**config.mk**
```make
export PLATFORM = sky130hd
export DESIGN_NAME = mono_voice_allocator_top
export DESIGN_NICKNAME = d
export VERILOG_FILES = /design/src/rtl/mvoa_pkg.sv /design/src/rtl/mvoa_exp2.sv /design/src/rtl/mvoa_front.sv /design/src/rtl/mvoa_queue.sv /design/src/rtl/mvoa_back.sv /design/src/rtl/mono_voice_allocator_top.sv
export SDC_FILE = /design/constraint.sdc
export NUM_CORES = 2
export LEC_CHECK = 0
export ABC_AREA = 1
export BUFFER_PORTS_ARGS = -buffer_cell sky130_fd_sc_hd__buf_2
export CAP_MARGIN = 20
export CORE_MARGIN = 4
export CORE_UTILIZATION = 65
export DETAILED_ROUTE_END_ITERATION = 10
export GPL_TIMING_DRIVEN = 0
export PLACE_DENSITY = 0.83
export SYNTH_ARGS = -nofsm -noshare
export SYNTH_HDL_FRONTEND = slang
export SYNTH_HIERARCHICAL = 1
export SYNTH_SLANG_ARGS = --single-unit
```
**constraint.sdc**
```tcl
create_clock -name aclk -period 6.8 [get_ports aclk]
set_input_delay 0.68 -clock aclk [delete_from_list [all_inputs] [get_ports aclk]]
set_output_delay 0.68 -clock aclk [all_outputs]
set_load 0.01 [all_outputs]
```
**src/rtl/mvoa_pkg.sv**
```systemverilog
// Shared types and codes for the mono voice allocator.
// No dependencies; the front, queue, back and top files refer to it by scoped names.
`timescale 1ns / 1ps

package mvoa_pkg;

    // Event kinds on the input mode field
    localparam logic [1:0] MODE_NOTE_ON  = 2'd0;
    localparam logic [1:0] MODE_NOTE_OFF = 2'd1;
    localparam logic [1:0] MODE_BEND     = 2'd2;
    localparam logic [1:0] MODE_CTRL     = 2'd3;

    localparam logic [6:0] CC_ALL_NOTES_OFF = 7'd123;

    // Bend ratio of one in Q2.16
    localparam logic [17:0] BEND_UNITY = 18'd65536;

    typedef enum logic [2:0] {
        CMD_NOTE_ON,
        CMD_NOTE_OFF,
        CMD_BEND,
        CMD_ALL_OFF,
        CMD_NOP
    } cmd_t;

    // One classified event between front and back
    typedef struct packed {
        cmd_t        cmd;
        logic [6:0]  note;
        logic [11:0] exp_arg;
        logic [1:0]  bend_shift;
    } cmd_entry_t;

endpackage

```
**src/rtl/mvoa_exp2.sv**
```systemverilog
// Iterative 2^(f/4096) unit, Q1.24 result, one multiply per cycle while busy, one step per argument bit.
// Depends on nothing but the clock and reset.
`timescale 1ns / 1ps

module mvoa_exp2 (
    input  logic        aclk,
    input  logic        aresetn,
    input  logic        start,
    input  logic [11:0] arg,
    output logic        done,
    output logic [24:0] result
);

    localparam int         STEPS = 12;
    localparam logic [24:0] ONE  = 25'h1000000;
    localparam logic [49:0] HALF = 50'h800000;

    logic        busy_reg, busy_next;
    logic        done_reg, done_next;
    logic [3:0]  step_reg, step_next;
    logic [11:0] arg_reg;
    logic [24:0] acc_reg, acc_next;
    logic [24:0] step_factor;
    logic [49:0] prod;
    logic [49:0] rounded;

    function automatic logic [24:0] exp_step(input logic [3:0] idx);
        logic [24:0] val;
        case (idx)
            4'd0:    val = 25'd16780055;
            4'd1:    val = 25'd16782895;
            4'd2:    val = 25'd16788576;
            4'd3:    val = 25'd16799944;
            4'd4:    val = 25'd16822704;
            4'd5:    val = 25'd16868315;
            4'd6:    val = 25'd16959908;
            4'd7:    val = 25'd17144589;
            4'd8:    val = 25'd17520007;
            4'd9:    val = 25'd18295684;
            4'd10:   val = 25'd19951585;
            4'd11:   val = 25'd23726566;
            default: val = ONE;
        endcase
        return val;
    endfunction

    assign step_factor = exp_step(step_reg);
    assign prod        = {25'd0, acc_reg} * {25'd0, step_factor};
    assign rounded     = prod + HALF;

    always_comb begin
        busy_next = busy_reg;
        done_next = 1'b0;
        step_next = step_reg;
        acc_next  = acc_reg;
        if (start) begin
            busy_next = 1'b1;
            step_next = 4'd0;
            acc_next  = ONE;
        end else if (busy_reg) begin
            if (arg_reg[step_reg]) begin
                acc_next = rounded[48:24];
            end
            step_next = step_reg + 4'd1;
            if (step_reg == 4'(STEPS - 1)) begin
                busy_next = 1'b0;
                done_next = 1'b1;
            end
        end
    end

    always_ff @(posedge aclk) begin
        if (!aresetn) begin
            busy_reg <= 1'b0;
            done_reg <= 1'b0;
            step_reg <= 4'd0;
        end else begin
            busy_reg <= busy_next;
            done_reg <= done_next;
            step_reg <= step_next;
        end
    end

    always_ff @(posedge aclk) begin
        acc_reg <= acc_next;
        if (start) begin
            arg_reg <= arg;
        end
    end

    assign done   = done_reg;
    assign result = acc_reg;

endmodule

```
**src/rtl/mvoa_front.sv**
```systemverilog
// Front end: registers each MIDI event, classifies it and prepares the exp2 argument.
// Depends on mvoa_pkg for the event codes and the queue entry type.
`timescale 1ns / 1ps

module mvoa_front (
    input  logic                 aclk,
    input  logic                 aresetn,
    input  logic                 s_valid,
    output logic                 s_ready,
    input  logic [1:0]           s_mode,
    input  logic [6:0]           s_note,
    input  logic [6:0]           s_velocity,
    input  logic signed [13:0]   s_bend_value,
    input  logic [6:0]           s_controller,
    output logic                 q_wr_valid,
    input  logic                 q_wr_ready,
    output mvoa_pkg::cmd_entry_t q_wr_data
);

    logic               hold_valid_reg, hold_valid_next;
    logic [1:0]         mode_reg;
    logic [6:0]         note_reg;
    logic [6:0]         vel_reg;
    logic signed [13:0] bend_reg;
    logic [6:0]         ctl_reg;
    logic               s_accept;

    logic [23:0] num;
    logic [24:0] approx;
    logic [12:0] q0;
    logic [25:0] rem;
    logic [12:0] quot;
    logic [13:0] bend_u;

    assign s_ready  = !hold_valid_reg || q_wr_ready;
    assign s_accept = s_valid && s_ready;

    always_comb begin
        hold_valid_next = hold_valid_reg;
        if (s_accept) begin
            hold_valid_next = 1'b1;
        end else if (q_wr_ready) begin
            hold_valid_next = 1'b0;
        end
    end

    always_ff @(posedge aclk) begin
        if (!aresetn) begin
            hold_valid_reg <= 1'b0;
        end else begin
            hold_valid_reg <= hold_valid_next;
        end
    end

    always_ff @(posedge aclk) begin
        if (s_accept) begin
            mode_reg <= s_mode;
            note_reg <= s_note;
            vel_reg  <= s_velocity;
            bend_reg <= s_bend_value;
            ctl_reg  <= s_controller;
        end
    end

    // Velocity to exp2 argument: (vel * 2^17 + 2047) / 4095 by reciprocal plus one correction
    always_comb begin
        num    = {vel_reg, 17'd0} + 24'd2047;
        approx = {1'b0, num} + {13'd0, num[23:12]};
        q0     = approx[24:12];
        rem    = {2'b00, num} - {1'b0, q0, 12'd0} + {13'd0, q0};
        quot   = (rem >= 26'd4095) ? q0 + 13'd1 : q0;
    end

    // Offset binary wheel position: flip the sign bit
    assign bend_u = {~bend_reg[13], bend_reg[12:0]};

    always_comb begin
        q_wr_data.note       = note_reg;
        q_wr_data.exp_arg    = 12'd0;
        q_wr_data.bend_shift = 2'd0;
        case (mode_reg)
            mvoa_pkg::MODE_NOTE_ON: begin
                q_wr_data.cmd     = mvoa_pkg::CMD_NOTE_ON;
                q_wr_data.exp_arg = quot[11:0];
            end
            mvoa_pkg::MODE_NOTE_OFF: begin
                q_wr_data.cmd = mvoa_pkg::CMD_NOTE_OFF;
            end
            mvoa_pkg::MODE_BEND: begin
                q_wr_data.cmd        = mvoa_pkg::CMD_BEND;
                q_wr_data.exp_arg    = bend_u[11:0];
                q_wr_data.bend_shift = bend_u[13:12];
            end
            mvoa_pkg::MODE_CTRL: begin
                q_wr_data.cmd = (ctl_reg == mvoa_pkg::CC_ALL_NOTES_OFF) ?
                                mvoa_pkg::CMD_ALL_OFF : mvoa_pkg::CMD_NOP;
            end
            default: begin
                q_wr_data.cmd = mvoa_pkg::CMD_NOP;
            end
        endcase
    end

    assign q_wr_valid = hold_valid_reg;

endmodule

```
**src/rtl/mvoa_queue.sv**
```systemverilog
// Two-entry queue of classified events between front and back.
// Depends on mvoa_pkg for the entry type.
`timescale 1ns / 1ps

module mvoa_queue (
    input  logic                 aclk,
    input  logic                 aresetn,
    input  logic                 wr_valid,
    output logic                 wr_ready,
    input  mvoa_pkg::cmd_entry_t wr_data,
    output logic                 rd_valid,
    input  logic                 rd_ready,
    output mvoa_pkg::cmd_entry_t rd_data
);

    localparam logic [1:0] Q_DEPTH = 2'd2;

    mvoa_pkg::cmd_entry_t entries [2];
    logic       wr_ptr_reg, rd_ptr_reg;
    logic [1:0] count_reg, count_next;
    logic       push, pop;

    assign wr_ready = (count_reg != Q_DEPTH);
    assign rd_valid = (count_reg != 2'd0);
    assign rd_data  = entries[rd_ptr_reg];
    assign push     = wr_valid && wr_ready;
    assign pop      = rd_valid && rd_ready;

    always_comb begin
        count_next = count_reg;
        if (push && !pop) begin
            count_next = count_reg + 2'd1;
        end else if (pop && !push) begin
            count_next = count_reg - 2'd1;
        end
    end

    always_ff @(posedge aclk) begin
        if (!aresetn) begin
            wr_ptr_reg <= 1'b0;
            rd_ptr_reg <= 1'b0;
            count_reg  <= 2'd0;
        end else begin
            count_reg <= count_next;
            if (push) begin
                wr_ptr_reg <= ~wr_ptr_reg;
            end
            if (pop) begin
                rd_ptr_reg <= ~rd_ptr_reg;
            end
        end
    end

    always_ff @(posedge aclk) begin
        if (push) begin
            entries[wr_ptr_reg] <= wr_data;
        end
    end

endmodule

```
**src/rtl/mvoa_back.sv**
```systemverilog
// Back end: held-note stack in a memory, sequencer for search and close-up,
// note frequency stage and output register. Depends on mvoa_pkg and mvoa_exp2.
`timescale 1ns / 1ps

module mvoa_back #(
    parameter int STACK_DEPTH = 16
) (
    input  logic                 aclk,
    input  logic                 aresetn,
    input  logic                 q_rd_valid,
    output logic                 q_rd_ready,
    input  mvoa_pkg::cmd_entry_t q_rd_data,
    output logic                 m_valid,
    input  logic                 m_ready,
    output logic [6:0]           m_key_note,
    output logic [23:0]          m_freq_hz,
    output logic [15:0]          m_gain_level,
    output logic                 m_gate_open,
    output logic [18:0]          m_bend_ratio,
    output logic [4:0]           m_held_count
);

    localparam int IDX_W = (STACK_DEPTH > 1) ? $clog2(STACK_DEPTH) : 1;
    localparam int CNT_W = $clog2(STACK_DEPTH + 1);

    typedef enum logic [6:0] {
        ST_IDLE   = 7'b0000001,
        ST_SEARCH = 7'b0000010,
        ST_SHIFT  = 7'b0000100,
        ST_KEY    = 7'b0001000,
        ST_EXP    = 7'b0010000,
        ST_FREQ   = 7'b0100000,
        ST_OUT    = 7'b1000000
    } state_t;

    state_t              state_reg, state_next;
    mvoa_pkg::cmd_t      cmd_reg, cmd_next;
    logic [6:0]          note_reg, note_next;
    logic [1:0]          shift_reg, shift_next;
    logic [CNT_W-1:0]    depth_reg, depth_next;
    logic [CNT_W-1:0]    idx_reg, idx_next;
    logic [6:0]          key_reg, key_next;
    logic [23:0]         freq_reg, freq_next;
    logic [15:0]         gain_reg, gain_next;
    logic                gate_reg, gate_next;
    logic [17:0]         bend_reg, bend_next;

    logic                m_valid_reg, m_valid_next;
    logic                out_load;
    logic [6:0]          out_key_reg;
    logic [23:0]         out_freq_reg;
    logic [15:0]         out_gain_reg;
    logic                out_gate_reg;
    logic [17:0]         out_bend_reg;
    logic [4:0]          out_count_reg;

    logic [6:0]          held_mem [STACK_DEPTH];
    logic [6:0]          rd_data_reg;
    logic [IDX_W-1:0]    rd_addr;
    logic [IDX_W-1:0]    wr_addr;
    logic [6:0]          wr_data;
    logic                wr_en;

    logic [CNT_W:0]      idx_p1, idx_p2;
    logic [CNT_W-1:0]    depth_m1;

    logic                exp_start;
    logic                exp_done;
    logic [24:0]         exp_result;
    logic [24:0]         gain_sum;
    logic [27:0]         bend_sum;

    function automatic logic [29:0] freq_base(input logic [3:0] k);
        logic [29:0] val;
        case (k)
            4'd0:    val = 30'd461373440;
            4'd1:    val = 30'd488808320;
            4'd2:    val = 30'd517876480;
            4'd3:    val = 30'd548669440;
            4'd4:    val = 30'd581292800;
            4'd5:    val = 30'd615859200;
            4'd6:    val = 30'd652481280;
            4'd7:    val = 30'd691278720;
            4'd8:    val = 30'd732385280;
            4'd9:    val = 30'd775934720;
            4'd10:   val = 30'd822074880;
            4'd11:   val = 30'd870953600;
            default: val = 30'd0;
        endcase
        return val;
    endfunction

    // Octave by multiply with 171/2048, semitone table, shift and round
    function automatic logic [23:0] note_freq(input logic [6:0] note);
        logic [7:0]  m;
        logic [15:0] prod;
        logic [3:0]  oct;
        logic [7:0]  k8;
        logic [39:0] v;
        logic [40:0] sum;
        m    = {1'b0, note} + 8'd3;
        prod = {8'd0, m} * 16'd171;
        oct  = prod[14:11];
        k8   = m - ({1'b0, oct, 3'b000} + {2'b00, oct, 2'b00});
        v    = {10'd0, freq_base(k8[3:0])} << oct;
        sum  = {1'b0, v} + 41'd32768;
        return sum[39:16];
    endfunction

    mvoa_exp2 u_exp2 (
        .aclk    (aclk),
        .aresetn (aresetn),
        .start   (exp_start),
        .arg     (q_rd_data.exp_arg),
        .done    (exp_done),
        .result  (exp_result)
    );

    assign idx_p1   = {1'b0, idx_reg} + {{CNT_W{1'b0}}, 1'b1};
    assign idx_p2   = {1'b0, idx_reg} + {{(CNT_W - 1){1'b0}}, 2'd2};
    assign depth_m1 = depth_reg - {{(CNT_W - 1){1'b0}}, 1'b1};

    assign gain_sum = exp_result - 25'h1000000 + 25'd128;
    assign bend_sum = ({3'b000, exp_result} << shift_reg) + 28'd512;

    assign q_rd_ready = (state_reg == ST_IDLE);
    assign exp_start  = (state_reg == ST_IDLE) && q_rd_valid &&
                        ((q_rd_data.cmd == mvoa_pkg::CMD_NOTE_ON) ||
                         (q_rd_data.cmd == mvoa_pkg::CMD_BEND));

    always_comb begin
        state_next = state_reg;
        cmd_next   = cmd_reg;
        note_next  = note_reg;
        shift_next = shift_reg;
        depth_next = depth_reg;
        idx_next   = idx_reg;
        key_next   = key_reg;
        freq_next  = freq_reg;
        gain_next  = gain_reg;
        gate_next  = gate_reg;
        bend_next  = bend_reg;
        rd_addr    = idx_p1[IDX_W-1:0];
        wr_en      = 1'b0;
        wr_addr    = idx_reg[IDX_W-1:0];
        wr_data    = rd_data_reg;
        out_load   = 1'b0;

        case (state_reg)
            ST_IDLE: begin
                rd_addr = '0;
                idx_next = '0;
                if (q_rd_valid) begin
                    cmd_next   = q_rd_data.cmd;
                    note_next  = q_rd_data.note;
                    shift_next = q_rd_data.bend_shift;
                    case (q_rd_data.cmd)
                        mvoa_pkg::CMD_NOTE_ON: begin
                            if (depth_reg < CNT_W'(STACK_DEPTH)) begin
                                wr_en      = 1'b1;
                                wr_addr    = depth_reg[IDX_W-1:0];
                                wr_data    = q_rd_data.note;
                                depth_next = depth_reg + {{(CNT_W - 1){1'b0}}, 1'b1};
                            end
                            key_next   = q_rd_data.note;
                            gate_next  = 1'b1;
                            state_next = ST_EXP;
                        end
                        mvoa_pkg::CMD_NOTE_OFF: begin
                            state_next = ST_SEARCH;
                        end
                        mvoa_pkg::CMD_BEND: begin
                            state_next = ST_EXP;
                        end
                        mvoa_pkg::CMD_ALL_OFF: begin
                            depth_next = '0;
                            gate_next  = 1'b0;
                            bend_next  = mvoa_pkg::BEND_UNITY;
                            state_next = ST_OUT;
                        end
                        default: begin
                            state_next = ST_OUT;
                        end
                    endcase
                end
            end
            ST_SEARCH: begin
                // rd_data_reg holds entry idx_reg here
                if (idx_reg >= depth_reg) begin
                    state_next = ST_OUT;
                end else if (rd_data_reg == note_reg) begin
                    if (depth_reg > {{(CNT_W - 1){1'b0}}, 1'b1}) begin
                        depth_next = depth_m1;
                        state_next = ST_SHIFT;
                    end else begin
                        depth_next = '0;
                        gate_next  = 1'b0;
                        state_next = ST_OUT;
                    end
                end else begin
                    idx_next = idx_p1[CNT_W-1:0];
                end
            end
            ST_SHIFT: begin
                // rd_data_reg holds entry idx_reg + 1; move it down one place
                if (idx_reg < depth_reg) begin
                    wr_en    = 1'b1;
                    rd_addr  = idx_p2[IDX_W-1:0];
                    idx_next = idx_p1[CNT_W-1:0];
                end else begin
                    rd_addr    = depth_m1[IDX_W-1:0];
                    state_next = ST_KEY;
                end
            end
            ST_KEY: begin
                key_next   = rd_data_reg;
                state_next = ST_FREQ;
            end
            ST_EXP: begin
                if (exp_done) begin
                    if (cmd_reg == mvoa_pkg::CMD_NOTE_ON) begin
                        gain_next  = gain_sum[23:8];
                        state_next = ST_FREQ;
                    end else begin
                        bend_next  = bend_sum[27:10];
                        state_next = ST_OUT;
                    end
                end
            end
            ST_FREQ: begin
                freq_next  = note_freq(key_reg);
                state_next = ST_OUT;
            end
            ST_OUT: begin
                if (!m_valid_reg || m_ready) begin
                    out_load   = 1'b1;
                    state_next = ST_IDLE;
                end
            end
            default: begin
                state_next = ST_IDLE;
            end
        endcase
    end

    always_comb begin
        m_valid_next = m_valid_reg;
        if (out_load) begin
            m_valid_next = 1'b1;
        end else if (m_ready) begin
            m_valid_next = 1'b0;
        end
    end

    always_ff @(posedge aclk) begin
        if (!aresetn) begin
            state_reg   <= ST_IDLE;
            cmd_reg     <= mvoa_pkg::CMD_NOP;
            depth_reg   <= '0;
            idx_reg     <= '0;
            key_reg     <= 7'd0;
            freq_reg    <= 24'd0;
            gain_reg    <= 16'd0;
            gate_reg    <= 1'b0;
            bend_reg    <= mvoa_pkg::BEND_UNITY;
            m_valid_reg <= 1'b0;
        end else begin
            state_reg   <= state_next;
            cmd_reg     <= cmd_next;
            depth_reg   <= depth_next;
            idx_reg     <= idx_next;
            key_reg     <= key_next;
            freq_reg    <= freq_next;
            gain_reg    <= gain_next;
            gate_reg    <= gate_next;
            bend_reg    <= bend_next;
            m_valid_reg <= m_valid_next;
        end
    end

    always_ff @(posedge aclk) begin
        note_reg  <= note_next;
        shift_reg <= shift_next;
        if (out_load) begin
            out_key_reg   <= key_reg;
            out_freq_reg  <= freq_reg;
            out_gain_reg  <= gain_reg;
            out_gate_reg  <= gate_reg;
            out_bend_reg  <= bend_reg;
            out_count_reg <= 5'(depth_reg);
        end
    end

    // Held-note stack: one write and one registered read per cycle
    always_ff @(posedge aclk) begin
        if (wr_en) begin
            held_mem[wr_addr] <= wr_data;
        end
        rd_data_reg <= held_mem[rd_addr];
    end

    assign m_valid      = m_valid_reg;
    assign m_key_note   = out_key_reg;
    assign m_freq_hz    = out_freq_reg;
    assign m_gain_level = out_gain_reg;
    assign m_gate_open  = out_gate_reg;
    assign m_bend_ratio = {1'b0, out_bend_reg};
    assign m_held_count = out_count_reg;

endmodule

```
**src/rtl/mono_voice_allocator_top.sv**
```systemverilog
// Monophonic last-note-priority voice allocator, top level.
// Depends on mvoa_pkg, mvoa_front, mvoa_queue and mvoa_back.
//
// Usage:
//   Input channel s_*: one MIDI event per transfer (mode, note, velocity,
//   bend_value, controller). Output channel m_*: exactly one result per
//   event, holding key, frequency (Q14.10), gain (Q0.16), gate, bend ratio
//   (Q2.16) and the number of held notes after that event.
//   Events pass an input register and a two-entry queue, then a sequencer.
//   Steps from input transfer to m_valid, after input register and queue:
//     control change: straight to the output register
//     pitch bend:     12 exp2 steps, one multiply each, then output
//     note on:        exp2 steps, then the frequency stage, then output
//     note off:       stack search entry by entry; on a hit in a deeper stack,
//                     close-up of the entries above it, read of the new top key
//                     and frequency stage; an unheld or the last note goes out.
//   The sequencer takes a new event only from idle; the stack memory port,
//   one entry a cycle, paces the note-off search and close-up.
//   Reset empties the stack, zeroes key, frequency, gain and gate and sets the
//   bend ratio to one. A stalled receiver holds the result in the output
//   register while the next event is processed; the queue then fills and
//   s_ready drops.
`timescale 1ns / 1ps

module mono_voice_allocator_top #(
    parameter int STACK_DEPTH = 16
) (
    input  logic               aclk,
    input  logic               aresetn,
    input  logic               s_valid,
    output logic               s_ready,
    input  logic [1:0]         s_mode,
    input  logic [6:0]         s_note,
    input  logic [6:0]         s_velocity,
    input  logic signed [13:0] s_bend_value,
    input  logic [6:0]         s_controller,
    output logic               m_valid,
    input  logic               m_ready,
    output logic [6:0]         m_key_note,
    output logic [23:0]        m_freq_hz,
    output logic [15:0]        m_gain_level,
    output logic               m_gate_open,
    output logic [18:0]        m_bend_ratio,
    output logic [4:0]         m_held_count
);

    logic                 q_wr_valid, q_wr_ready;
    mvoa_pkg::cmd_entry_t q_wr_data;
    logic                 q_rd_valid, q_rd_ready;
    mvoa_pkg::cmd_entry_t q_rd_data;

    mvoa_front u_front (
        .aclk         (aclk),
        .aresetn      (aresetn),
        .s_valid      (s_valid),
        .s_ready      (s_ready),
        .s_mode       (s_mode),
        .s_note       (s_note),
        .s_velocity   (s_velocity),
        .s_bend_value (s_bend_value),
        .s_controller (s_controller),
        .q_wr_valid   (q_wr_valid),
        .q_wr_ready   (q_wr_ready),
        .q_wr_data    (q_wr_data)
    );

    mvoa_queue u_queue (
        .aclk     (aclk),
        .aresetn  (aresetn),
        .wr_valid (q_wr_valid),
        .wr_ready (q_wr_ready),
        .wr_data  (q_wr_data),
        .rd_valid (q_rd_valid),
        .rd_ready (q_rd_ready),
        .rd_data  (q_rd_data)
    );

    mvoa_back #(
        .STACK_DEPTH (STACK_DEPTH)
    ) u_back (
        .aclk         (aclk),
        .aresetn      (aresetn),
        .q_rd_valid   (q_rd_valid),
        .q_rd_ready   (q_rd_ready),
        .q_rd_data    (q_rd_data),
        .m_valid      (m_valid),
        .m_ready      (m_ready),
        .m_key_note   (m_key_note),
        .m_freq_hz    (m_freq_hz),
        .m_gain_level (m_gain_level),
        .m_gate_open  (m_gate_open),
        .m_bend_ratio (m_bend_ratio),
        .m_held_count (m_held_count)
    );

endmodule

```
==> Word level (Yosys, flattened, before mapping) <==
Memories as Yosys holds them, arrays and structs flattened. A register that Yosys moved wholly into a read port is not among the register bits.
Cells that the tools add are included.
{ "word_totals": {"inputBits": 41, "output_inout_bits": 74, "romBits": 736, "wordCells": 217, "regBits": 252, "n_memories": 4, "ramBits": 160} }
{ "op_classes": {"add_sub_neg": 20, "shift": 2, "mux": 78, "n_reduce_logical": 36, "eq_ne": 32, "magnitude_cmp": 6, "mul": 2, "bitwise_logic": 5} }
{ "mem_list": {"columns": ["name", "depth", "width", "read_ports", "rd_clocked_by_memory_dff", "write_ports", "line_no", "text"], "rows": [
  ["(name not given)", 16, 23, 1, 0, 0, "mvoa_back.sv:75", "case (k)"],
  ["(name not given)", 16, 23, 1, 1, 0, "mvoa_exp2.sv:29", "case (idx)"],
  ["u_back.held_mem", 16, 7, 1, 1, 1, "mvoa_back.sv:57", "logic [6:0] held_mem [STACK_DEPTH];"],
  ["u_queue.entries", 2, 24, 1, 1, 1, "mvoa_queue.sv:18", "mvoa_pkg::cmd_entry_t entries [2];"]
]} }
{ "ops": {"columns": ["op", "n"], "rows": [
  ["7-bit 2-to-1 mux", 14],
  ["18-bit 2-to-1 mux", 4],
  ["49-bit by 24-bit adder with 49-bit output, second input constant", 1],
  ["25-bit by 25-bit multiplier with 49-bit output", 1],
  ["7-bit case mux with 7 select lines", 1],
  ["40-bit by 16-bit adder with 40-bit output, second input constant", 1],
  ["5-bit 2-to-1 mux", 8],
  ["30-bit by 4-bit << shifter with 40-bit output", 1],
  ["18-bit case mux with 2 select lines", 1],
  ["30-bit 2-to-1 mux", 1],
  ["28-bit by 10-bit adder with 28-bit output, second input constant", 1],
  ["4-bit 2-to-1 mux", 7],
  ["7-bit case mux with 2 select lines", 2],
  ["25-bit by 2-bit << shifter with 28-bit output", 1],
  ["26-bit by 13-bit adder with 26-bit output", 1],
  ["26-bit by 12-bit greater-or-equal comparator with 1-bit output, second input constant", 1],
  ["24-bit by 25-bit subtractor with 26-bit output", 1],
  ["24-bit by 12-bit adder with 25-bit output", 1],
  ["1-bit 2-to-1 mux", 25],
  ["24-bit by 11-bit adder with 24-bit output, second input constant", 1],
  ["24-bit by 8-bit adder with 24-bit output, second input constant", 1],
  ["12-bit case mux with 2 select lines", 1],
  ["24-bit by 1-bit subtractor with 24-bit output, second input constant", 1],
  ["5-bit case mux with 2 select lines", 2],
  ["other kinds (56)", 102]
]} }

==> Depth between registers and ports, before layout <==
An unclocked memory read counts as a cell.
{ "logic_depth": {"word_depth": 8, "mapped_depth": 48, "ltp_nobuf": 46} }

==> Cells and area by module <==
Netlist, hierarchy kept.
{ "modules_own_cells": {"columns": ["module", "area_per_inst_um2", "seq_area_each_um2", "cells_per_inst", "n_inst"], "rows": [
  ["mvoa_exp2", 24039.3, 1441.4, 3222, 1],
  ["mvoa_back", 15511.1, 7647.3, 1779, 1],
  ["mvoa_queue", 2080.7, 1541.5, 112, 1],
  ["mvoa_front", 1925.6, 1131.1, 191, 1]
]} }

==> Least setup slack after synthesis <==
Ideal clock, no wire load.
{ "synth_path": {"path_kind": "reg-to-reg", "from": "register u_back.key_reg[0]", "to": "register u_back.freq_reg[5]", "t_arrival_ps": 6113, "period_less_slack_ps": 6222, "setup_time_ps": 109, "path_slack_ps": 578, "n_path_buf": 2, "path_stages_with_launch": 39, "required_ps": 6691, "path_cell_list": "dfxtp_1 -> inv_1 -> ha_1 -> xnor2_1 -> ha_1 -> fa_1 -> fa_1 -> inv_1 -> fa_1 -> inv_1 -> ha_1 -> a21oi_1 -> o21a_1 -> nand3_1 -> nand2_4 -> buf_2 -> ha_1 -> inv_1 -> [... 3 more ...] -> nand2_1 -> nand2_4 -> nand2_4 -> buf_12 -> nand2_2 -> nand3_1 -> nand3_2 -> nand2_2 -> nand2_1 -> nand3_1 -> nand2_2 -> ha_1 -> nand3_4 -> nor2_8 -> xor2_2 -> nand2_1 -> nand2_1 -> inv_1"} }
{ "synth_via": {"elab_chain_len": 8} }
{ "synth_rtl": {"columns": ["item", "line_no", "text"], "rows": [
  ["from (decl)", "mvoa_back.sv:42", "logic [6:0] key_reg, key_next;"],
  ["from (signal assigned)", "mvoa_back.sv:272", "key_reg <= key_next;"],
  ["7-bit by 2-bit adder with 8-bit output *", "mvoa_back.sv:101", "m = {1'b0, note} + 8'd3;"],
  ["8-bit by 8-bit multiplier with 15-bit output", "mvoa_back.sv:102", "prod = {8'd0, m} * 16'd171;"],
  ["4-bit adder", "mvoa_back.sv:104", "k8 = m - ({1'b0, oct, 3'b000} + {2'b00, oct, 2'b00});"],
  ["4-bit subtractor", "mvoa_back.sv:104", null],
  ["memory read 16 x 23 bit", null, null],
  ["30-bit 2-to-1 mux", "mvoa_back.sv:149", "case (state_reg)"],
  ["30-bit by 4-bit << shifter with 40-bit output *", "mvoa_back.sv:105", "v = {10'd0, freq_base(k8[3:0])} << oct;"],
  ["40-bit by 16-bit adder with 40-bit output *", "mvoa_back.sv:106", "sum = {1'b0, v} + 41'd32768;"],
  ["to (signal assigned)", "mvoa_back.sv:273", "freq_reg <= freq_next;"],
  ["to (decl)", "mvoa_back.sv:43", "logic [23:0] freq_reg, freq_next;"]
]} }
Mark *: on every way between the ends. The rest lies on a longest branch, timed or not. The select of a mux whose other input is x is not followed.
A chain may end at the register's enable or synchronous reset.

==> Worst setup path after layout <==
{ "layout_path": {"from": "register, netlist name u_back/u_exp2/step_factor[12]", "to": "register u_back.u_exp2.acc_reg[18] (netlist: u_back/u_exp2/result[18])"} }
{ "layout_via": {"elab_chain_len": 2} }
{ "layout_rtl": {"columns": ["item", "line_no", "text"], "rows": [
  ["25-bit by 25-bit multiplier with 49-bit output", "mvoa_exp2.sv:48", "assign prod = {25'd0, acc_reg} * {25'd0, step_factor};"],
  ["49-bit by 24-bit adder with 49-bit output", "mvoa_exp2.sv:49", "assign rounded = prod + HALF;"],
  ["to (signal assigned)", "mvoa_exp2.sv:85", "acc_reg <= acc_next;"],
  ["to (decl)", "mvoa_exp2.sv:22", "logic [24:0] acc_reg, acc_next;"]
]} }
Every way passes these cells.

==> summary.txt <==
slew of the pin with the lowest slew margin - 1.03 ns
normalized max-slew margin - 30.6%
Largest register FFs - 112
Final min period - 6.79 ns
crit path capture type - flip-flop
initial DRC count - 4349
Layout area overhead - 9.25%
Mapped Avg Cell Area - 8.21 um2
gpl congestion - 1.05
largest net degree at the start of global routing - 33
status - completed
width of the die - 267 um
Vert. Die Dim - 267 um
CTS sink count - 443
number of global-route vias before repair - 36.4k
crit-path max FO - 10
post-synthesis net count - 6159
Worst Setup SP - u_back/u_exp2/step_factor[12]$_DFF_P_
R2R Path Start - u_back/u_exp2/step_factor[12]$_DFF_P_
Hold Crit Class - in2reg
flops & latches, synth - 443
clk_lat worst skew - 0.61 ns
vias per cell - 5.69
antenna violations before repair - 5
crit path DAT - 7.29 ns
pre-CTS WS - -0.879 ns
detailed-route via count - 36.3k
Core Region - 66100 um2
Final ANT Viol Nets - 0
Setup violations, final - 0
post-synth top area cell - fa_1
RSZ-0062 raised after global routing - yes
part of the Yosys area used for sequential elements - 27.0%
Synth top area share - 23.5%
dpl hpwl - 107 mm
share of layout cells above drive strength 1 - 10.0%
CTS tree - yes
fin util - 72.0%
CTS Root Cell - clkbuf_16
Setup CP Type - reg2reg
port buffer count - 113
Initial Util - 65.9%
DRC errors left - 0
dominant cells by area after synthesis - fa_1 (24%), edfxtp_1 (20%), inv_1 (12%)
CTS Buffer Depth - 3
Slew Viols, Final - 0
Cell Area, Synth - 43600 um2
Worst Hold Launch - s_bend_value[9]
fill cell count - 5030
clock buffer count from CTS - 44
FP Rows - 94
Clock H-tree levels - 2
async set-reset flop share out of synthesis - 0%
DIE AREA - 71200 um2
Max Cap Viol - 0
first-pass GRT wire length - 204 mm
Top reg by flops - u_back/held_mem
Startpoint Class - flip-flop
gr usage total - 37.6%
# IOs - 115
Fin. Hold Viols - 0
Max Clock Freq - 0.147 GHz
YS warnings - 6
Post-synth EDFFs - 289
WP data required - 7.30 ns
Clock Pin Slew Worst Setup and Hold Paths - 0.06 ns
fin crit share - 99.9%
drt wl/cell - 21.0 um
Clock Skews - 0.0426 ns
nets - 6332
Top FF cell, synth - edfxtp_1
Syn Inst Count - 5304
GR Overflow Total - 0
worst hold stages - 1
first-pass iteration count of the detailed router - 6
worst-case reg-to-reg path depth - 25
Setup WS post-layout - 0.00669 ns
drt total wl - 134 mm
count of cell types in the netlist - 71
[final cells by class]
cell class                 instances  area (um2)  area share [%]
timing repair buffer             149         897            1.89
antenna                            3        7.51          0.0158
inverter                        1380        5190            10.9
tap                              864        1080            2.27
clock inverter                    17         235           0.494
clock buffer                      65        1210            2.55
buffer                           172        1140            2.40
multi-input combinational       3287       25900            54.5
sequential                       443       11900            25.0
[placed cells by master (no fill, tap or decap), drive strengths merged, types with 20 or more instances in the layout]
cell    synthesis  routed
inv          1373    1375
nand2        1204    1204
dfxtp         154     154
edfxtp        289     289
ha            302     302
nand3         232     232
clkbuf        156     157
xor2           34      34
nor3           32      32
a21oi         180     180
fa            512     512
nand4          24      24
buf            38     229
nor2          320     320
o21ai         252     252
mux2           24      24
o211ai         27      27
xnor2          20      20
[routing by layer]
layer / vias to the layer above / wire length [um] / global-route usage (%) / share of wire [%]
li1: 16400 / - / - / -
met1: 17300 / 51200 / 50.0 / 38
met2: 2123 / 60200 / 58.7 / 45
met3: 437 / 15200 / 9.15 / 11
met4: 8 / 7280 / 17.6 / 5.4
met5: - / 98 / 0 / 0.073
[what timing repair did]
item	CTS	global route
pin swaps	1	8
setup buffers	4	25
endpoints found under the setup margin	49	47
hold buffers	0	0
gates resized for setup	187	199
[cells by family (layout without fill, tap and decap cells)]
logic type / after synthesis / after routing / share of synthesized area [%]
XOR/XNOR: 54 / 54 / 1.18
flip-flops: 443 / 443 / 27.0
adder cells (fa/ha/maj): 814 / 814 / 32.2
buffers and inverters: 1574 / 1783 / 13.9
AND/OR/NAND/NOR: 1841 / 1841 / 17.6
multiplexers: 39 / 39 / 1.14
AO/OA/AOI/OAI: 538 / 538 / 6.94
other: 1 / 4 / 0.00861
[cell usage after synthesis, drive strengths merged (8+ instances only)]
master and n:
o221ai 13, nand3 232, ha 302, mux2i 15, a211oi 9, a21o 8, buf 38, nand2 1204
nand3b 8, fa 512, mux2 24, nor3 32, a31oi 11, xnor2 20, a21oi 180, nor4 10
nor2 320, o211ai 27, dfxtp 154, nand4 24, clkbuf 156, o21a 8, edfxtp 289, inv 1373
o21ai 252, xor2 34, o21bai 10
[through the flow]
stage | hold WS [ns] | cell area (um2) | setup TNS, ns | instances
finish | 0.251 | 47600 | 0 | 6380
global route | 0.239 | 47600 | -0.213 | 6378
CTS | 0.228 | 47100 | 0 | 6352
detailed placement | 0.408 | 45300 | -29.12 | 6288
global placement | 0.406 | 45200 | -25.57 | 6281
floorplan | 0.403 | 43600 | 0 | 5304
[path summary, 6_finish.rpt]
path / end / slack (ns)
setup / recovery: u_back/u_exp2/result[18]$_SDFFE_PP0P_ / 0.007
hold reg to reg: u_back/m_gain_level[12]$_DFFE_PP_ / 0.42
setup reg to reg: u_back/u_exp2/result[18]$_SDFFE_PP0P_ / 0.007
hold / removal: u_front/bend_reg[9]$_DFFE_PP_ / 0.25
[worst max-delay path, stage by stage, from the launching register on]
cell and delay, ns:
dfxtp_2 0.55, buf_4 0.33, nand2_1 0.09, inv_1 0.08, fa_1 0.43, fa_1 0.50
inv_1 0.05, fa_1 0.52, inv_1 0.07, fa_1 0.49, fa_1 0.58, fa_1 0.58
inv_1 0.07, fa_1 0.66, inv_1 0.08, ha_1 0.36, nand2_1 0.13, inv_1 0.05
a21oi_1 0.24, o21ai_0 0.18, a21boi_0 0.28, nand3_1 0.14, nand2_1 0.08, nand3_1 0.06
nand2_1 0.06, inv_1 0.03
Power is not shown: default switching activity piles up to over one toggle a cycle in this logic, so the estimate is an artifact.
